--- config.mk ---
export PLATFORM = sky130hd
export DESIGN_NAME = cpbe_blend_unit
export DESIGN_NICKNAME = d
export VERILOG_FILES = /design/src/rtl/assert_macros.svh /design/src/rtl/cpbe_pkg.sv /design/src/rtl/cpbe_blend_unit.sv
export SDC_FILE = /design/constraint.sdc
export NUM_CORES = 2
export LEC_CHECK = 0
export ABC_CLOCK_PERIOD_IN_PS = 7990
export BUFFER_PORTS_ARGS = -buffer_cell sky130_fd_sc_hd__buf_2
export CELL_PAD_IN_SITES_DETAIL_PLACEMENT = 0
export CELL_PAD_IN_SITES_GLOBAL_PLACEMENT = 1
export CORE_ASPECT_RATIO = 2
export CORE_UTILIZATION = 55
export CTS_CLUSTER_DIAMETER = 100
export DETAILED_ROUTE_END_ITERATION = 16
export PLACE_DENSITY_LB_ADDON = 0.25
export RECOVER_POWER = 50
export SYNTH_ARGS = -nofsm -noshare
export SYNTH_HDL_FRONTEND = slang
export SYNTH_SLANG_ARGS = --single-unit
export TNS_END_PERCENT = 50
--- constraint.sdc ---
create_clock -name clk -period 7.99 [get_ports clk]
set_input_delay 0.799 -clock clk [delete_from_list [all_inputs] [get_ports clk]]
set_output_delay 0.799 -clock clk [all_outputs]
set_load 0.03 [all_outputs]
--- src/rtl/assert_macros.svh ---
// Assertion helpers shared by the RTL.
`ifndef ASSERT_MACROS_SVH
`define ASSERT_MACROS_SVH

`ifndef SYNTHESIS
// prop must hold at every clock edge outside reset
`define ASSERT_CLK(lbl, clk, rst_n, prop) \
  lbl: assert property (@(posedge clk) disable iff (!rst_n) prop) \
    else $error("assertion failed");
// cond must never be true outside reset
`define ASSERT_NEVER(lbl, clk, rst_n, cond) \
  lbl: assert property (@(posedge clk) disable iff (!rst_n) !(cond)) \
    else $error("forbidden condition seen");
`else
`define ASSERT_CLK(lbl, clk, rst_n, prop)
`define ASSERT_NEVER(lbl, clk, rst_n, cond)
`endif

`endif

--- src/rtl/cpbe_pkg.sv ---
package cpbe_pkg;

  typedef enum logic [1:0] {
    OP_DRAW  = 2'd0,
    OP_WRITE = 2'd1,
    OP_READ  = 2'd2,
    OP_NOP   = 2'd3
  } opcode_t;

  typedef enum logic [2:0] {
    MODE_NONE   = 3'd0,
    MODE_BLEND  = 3'd1,
    MODE_ADD    = 3'd2,
    MODE_MOD    = 3'd3,
    MODE_KEEP   = 3'd4
  } blend_mode_t;

  typedef enum logic [2:0] {
    CFG_CLIP_MIN_X = 3'd0,
    CFG_CLIP_MIN_Y = 3'd1,
    CFG_CLIP_MAX_X = 3'd2,
    CFG_CLIP_MAX_Y = 3'd3,
    CFG_BLEND_MODE = 3'd4,
    CFG_DRAW_COLOR = 3'd5
  } cfg_idx_t;

  typedef enum logic [2:0] {
    ST_IDLE,
    ST_ADDR,
    ST_READ,
    ST_MUL,
    ST_WB
  } state_t;

  typedef struct packed {
    logic [1:0]         opcode;
    logic signed [15:0] pos_x;
    logic signed [15:0] pos_y;
    logic [31:0]        pixel_value;
    logic               batch_last;
  } in_beat_t;

  typedef struct packed {
    logic [31:0] read_data;
    logic        accepted;
    logic        batch_done;
  } out_beat_t;

  // Draw settings seen by the blend datapath
  typedef struct packed {
    logic [2:0]  mode;
    logic [31:0] color;
  } blend_cfg_t;

  localparam logic [7:0] CHAN_MAX = 8'd255;

  // floor(p / 255) for any 16-bit product of two 8-bit values
  function automatic logic [7:0] div255(input logic [15:0] p);
    logic [16:0] t;
    t = {1'b0, p} + 17'd1 + {9'd0, p[15:8]};
    return t[15:8];
  endfunction

endpackage

--- src/rtl/cpbe_blend_unit.sv ---
module cpbe_blend_unit
  import cpbe_pkg::*;
(
  input  logic        clk,
  input  logic        en,
  input  blend_cfg_t  cfg,
  input  logic [31:0] old_pix,
  output logic [31:0] result
);

  // stage 1: registered products, one lane per channel (no source lane for alpha)
  logic [15:0] p_src_r [3];
  logic [15:0] p_dst_r [4];
  logic [15:0] p_src_nxt [3];
  logic [15:0] p_dst_nxt [4];
  logic [31:0] old_r;

  logic [7:0] src_a;
  logic [7:0] inv_a;

  assign src_a = cfg.color[31:24];
  assign inv_a = CHAN_MAX - src_a;

  always_comb begin
    for (int i = 0; i < 3; i++) begin
      p_src_nxt[i] = 16'(src_a) * 16'(cfg.color[8*i +: 8]);
      if (cfg.mode == MODE_MOD) begin
        p_dst_nxt[i] = 16'(cfg.color[8*i +: 8]) * 16'(old_pix[8*i +: 8]);
      end else begin
        p_dst_nxt[i] = 16'(inv_a) * 16'(old_pix[8*i +: 8]);
      end
    end
    p_dst_nxt[3] = 16'(inv_a) * 16'(old_pix[31:24]);
  end

  always_ff @(posedge clk) begin
    if (en) begin
      p_src_r <= p_src_nxt;
      p_dst_r <= p_dst_nxt;
      old_r   <= old_pix;
    end
  end

  // stage 2: divide by 255, sum and select per mode
  always_comb begin
    logic [7:0] s;
    logic [7:0] d;
    logic [8:0] sum;
    result = old_r;
    for (int i = 0; i < 3; i++) begin
      s   = div255(p_src_r[i]);
      d   = div255(p_dst_r[i]);
      sum = {1'b0, s} + {1'b0, old_r[8*i +: 8]};
      case (blend_mode_t'(cfg.mode))
        MODE_NONE:  result[8*i +: 8] = cfg.color[8*i +: 8];
        MODE_BLEND: result[8*i +: 8] = s + d;
        MODE_ADD:   result[8*i +: 8] = sum[8] ? CHAN_MAX : sum[7:0];
        MODE_MOD:   result[8*i +: 8] = d;
        default:    result[8*i +: 8] = old_r[8*i +: 8];
      endcase
    end
    case (blend_mode_t'(cfg.mode))
      MODE_NONE:  result[31:24] = src_a;
      MODE_BLEND: result[31:24] = src_a + div255(p_dst_r[3]);
      default:    result[31:24] = old_r[31:24];
    endcase
  end

endmodule

==> flow_metrics.py <==
metrics = {
    "global_routing": {
        "grt_max_degree": 81,
        "gr-total-overflow": 0,
        "grt_use_met3_pct": 3.406,
        "grt_pass1_vias": 25660,
        "grt_pass1_wl_um": 130000,
        "antenna_found_initial": 1,
        "grtUsageTotal_pct": 29.99,
        "top_usage_layer": "met2",
        "met2_usage_pct": 58.32,
        "grtUsageMet1_pct": 30.29,
    },
    "critical_path": {
        "critical_path_arrival_ns": 6.62,
        "critPathCapture": "p_src_r[12]$_DFFE_PP_",
        "startpoint": "cfg[24]",
        "startpoint_type": "input pin",
        "cp-end-kind": "flip-flop",
        "critPathRequiredTime_ns": 8.21,
        "path_max_fanout": 40,
        "critPathKind": "input pin to flip-flop",
    },
    "floorplan": {
        "die_y_um": 335.1,
        "die_x_um": 168.5,
        "start_util_pct": 55.82,
        "io_pins": 101,
        "rows": 121,
        "core_area_um2": 54650,
        "die_area_um2": 56470,
    },
    "timing": {
        "timing.setup.tns_ns": 0,
        "finalCriticalPeriod_ns": 6.405,
        "setup_ws_ns": 1.585,
        "max_clock_freq_ghz": 0.1561,
        "drv_slew": 188,
        "setup_viol": 0,
        "slew_headroom_pct": -218.2,
        "min_period_over_period_pct": 80.16,
        "hold_viol": 0,
        "hold_ws_ns": 0.7758,
        "worst_slew_pin_slew_ns": 4.773,
        "rsz0062_at_grt": "no",
    },
    "logic_synthesis": {
        "yosysTopAreaCell": "fa_1",
        "netlist_top_cells_count": "inv_1 (526), ha_1 (464), fa_1 (367)",
        "syn-num-nets": 4219,
        "syn_inst": 3319,
        "synthFlopType": "edfxtp_1",
        "ys_seq_elements": 144,
        "ys_seq_area_share_pct": 14.17,
        "yosysMostFrequentCell": "inv_1",
        "synth_top_area_share_pct": 24.08,
        "syn_avg_cell_area_um2": 9.192,
        "synthTopCellsByArea": "fa_1 (24%), ha_1 (19%), edfxtp_1 (14%)",
        "yosysWarnings": 0,
        "syn_area_um2": 30510,
        "async_flop_share_pct": 0,
        "synth_edf_count": 144,
        "synth_cell_types": 67,
    },
    "cts": {
        "cts_resized": 0,
        "cts_tree": "yes",
        "h-tree-depth": 4,
        "cts_made_buffers": 17,
        "clk_pin_slew_worst_paths_ns": 0.07,
        "cts_setup_buffers": 0,
        "cts.path.max_buffers": 2,
        "cts_sinks": 144,
        "cts-root-buf": "clkbuf_16",
        "cts_hold_buf": 0,
    },
    "layout": {
        "layout.nets": 4232,
        "fillers": 4948,
        "utilization_pct": 58.87,
        "drive_gt1_share_pct": 4.454,
        "layoutNonFillerInstCount": 4084,
        "fin_area_um2": 32170,
        "multiInputGateArea_um2": 23750,
        "final-seq-area_um2": 4324,
        "areaGrowthSynthToFinish_pct": 5.459,
    },
    "detailed_routing": {
        "drt-pass1-iter-count": 5,
        "num_vias": 23190,
        "route.detailed.drc": 0,
        "wl_per_cell_um": 19.77,
        "drt_wl_total_um": 80730,
        "drt_iter0_markers": 939,
        "antenna_left": 0,
        "viasPerCell": 5.679,
    },
    "pwr": {
        "ir_drop_v": 0.0002931,
        "pwr_density_cell_nw_per_um2": 285.4,
        "fin_total_pwr_mw": 9.181,
        "p_leak_nw": 15.86,
    },
    "worst_hold_path": {
        "hold_path_class": "input pin to flip-flop",
    },
    "place": {
        "dp_worst_setup_slack_ns": 2.033,
        "dp.final_hpwl_um": 62620,
        "io_buffers": 100,
        "gpl.final_weighted_congestion": 0.9190,
        "dpl_cell_area_um2": 31620,
        "dp_cells": 4051,
    },
    "run": {
        "maxCapViolCount": 3,
    },
    "status": {
        "status": "finished with violations",
        "failed_checks": "max-capacitance violations, max-slew violations",
    },
}
## state kept, by name, indices dropped and copies added (netlist names)
signal	count
old_r	32
p_dst_r	64
p_src_r	48
## worst min path at each step
| stage | slack, ns | startpoint | cells past startpoint | endpoint |
|---|---|---|---|---|
| final | 0.78 | old_pix[27] | 1 | old_r[27]$_DFFE_PP_ |
| after global routing | 0.78 | old_pix[31] | 1 | old_r[31]$_DFFE_PP_ |
| after detailed placement | 1.14 | old_pix[27] | 1 | old_r[27]$_DFFE_PP_ |
| after floorplan | 0.90 | old_pix[0] | 0 | old_r[0]$_DFFE_PP_ |
| after CTS | 0.64 | old_pix[27] | 1 | old_r[27]$_DFFE_PP_ |
| after global placement | 1.15 | old_pix[28] | 1 | old_r[28]$_DFFE_PP_ |
## power breakdown
part	leakage [nW]	total (mW)	switching (mW)	internal, mW
sequential	1.41	1.46	0.230	1.23
clock	0.287	0.887	0.390	0.497
combinational	14.2	6.83	3.85	2.98
## final cells by class
type                            count  share of cell area [%]
Multi-Input combinational cell   2527                   73.83
Sequential cell                   144                   13.44
Inverter                          526                   6.137
Tap cell                          738                   2.870
Timing Repair Buffer              116                   1.816
Clock buffer                       18                   1.334
Clock inverter                     14                  0.5600
Antenna cell                        1                0.007778
## metal layers
layer	wire, µm	share of wire, %
met1	28630	35
met2	44510	55
met3	2941	3.6
met4	4634	5.7
met5	13	0.016
## worst max-delay path, stage by stage
cell and delay (ns):
clkbuf_1 1.63, clkbuf_1 0.46, and2_1 0.21, ha_1 0.14, inv_1 0.05, fa_1 0.47
inv_1 0.05, ha_1 0.27, inv_1 0.05, fa_1 0.53, inv_1 0.06, ha_1 0.26
a21o_1 0.17, a21oi_1 0.20, nand2b_1 0.15, a21boi_0 0.11, o311a_1 0.32, o21a_1 0.18
o21ai_0 0.19, nor2b_1 0.19, xnor2_1 0.08
## layout by cell type, fill, tap and decap left out, types with 6 or more instances in the layout
| cell type | synthesis | layout |
|---|---|---|
| o21ai_0 | 63 | 63 |
| nand2b_1 | 58 | 58 |
| ha_1 | 464 | 464 |
| nor3_1 | 38 | 38 |
| a21o_1 | 55 | 55 |
| a21boi_0 | 10 | 10 |
| o211ai_1 | 14 | 14 |
| clkbuf_16 | 0 | 17 |
| nand3_1 | 31 | 31 |
| nor2_1 | 135 | 134 |
| a31o_2 | 7 | 7 |
| mux2_2 | 6 | 6 |
| nand4_1 | 13 | 13 |
| and2_1 | 325 | 321 |
| or3_1 | 6 | 6 |
| inv_1 | 526 | 526 |
| xor2_1 | 62 | 62 |
| fa_1 | 367 | 367 |
| xnor2_1 | 136 | 136 |
| mux2i_1 | 28 | 28 |
| and3_1 | 9 | 9 |
| clkbuf_1 | 117 | 36 |
| a21oi_1 | 129 | 129 |
| o21a_1 | 23 | 23 |
| a211oi_1 | 9 | 9 |
| or2_2 | 7 | 7 |
| o41ai_1 | 6 | 6 |
| buf_2 | 1 | 66 |
| buf_4 | 0 | 13 |
| o21bai_1 | 10 | 10 |
| nand2_1 | 194 | 193 |
| nor2b_1 | 244 | 244 |
| edfxtp_1 | 144 | 144 |
## logic make-up after synthesis
logic type	after synthesis	synth area share, %
muxes	38	1.435
and+or+nand+nor	1076	19.17
adders and majority gates	831	43.11
AOI/OAI and AO/OA	383	8.371
xor gates and xnor gates	199	5.758
buffers and inverters	648	7.977
DFF	144	14.17
(Power assumes the default switching activity.)
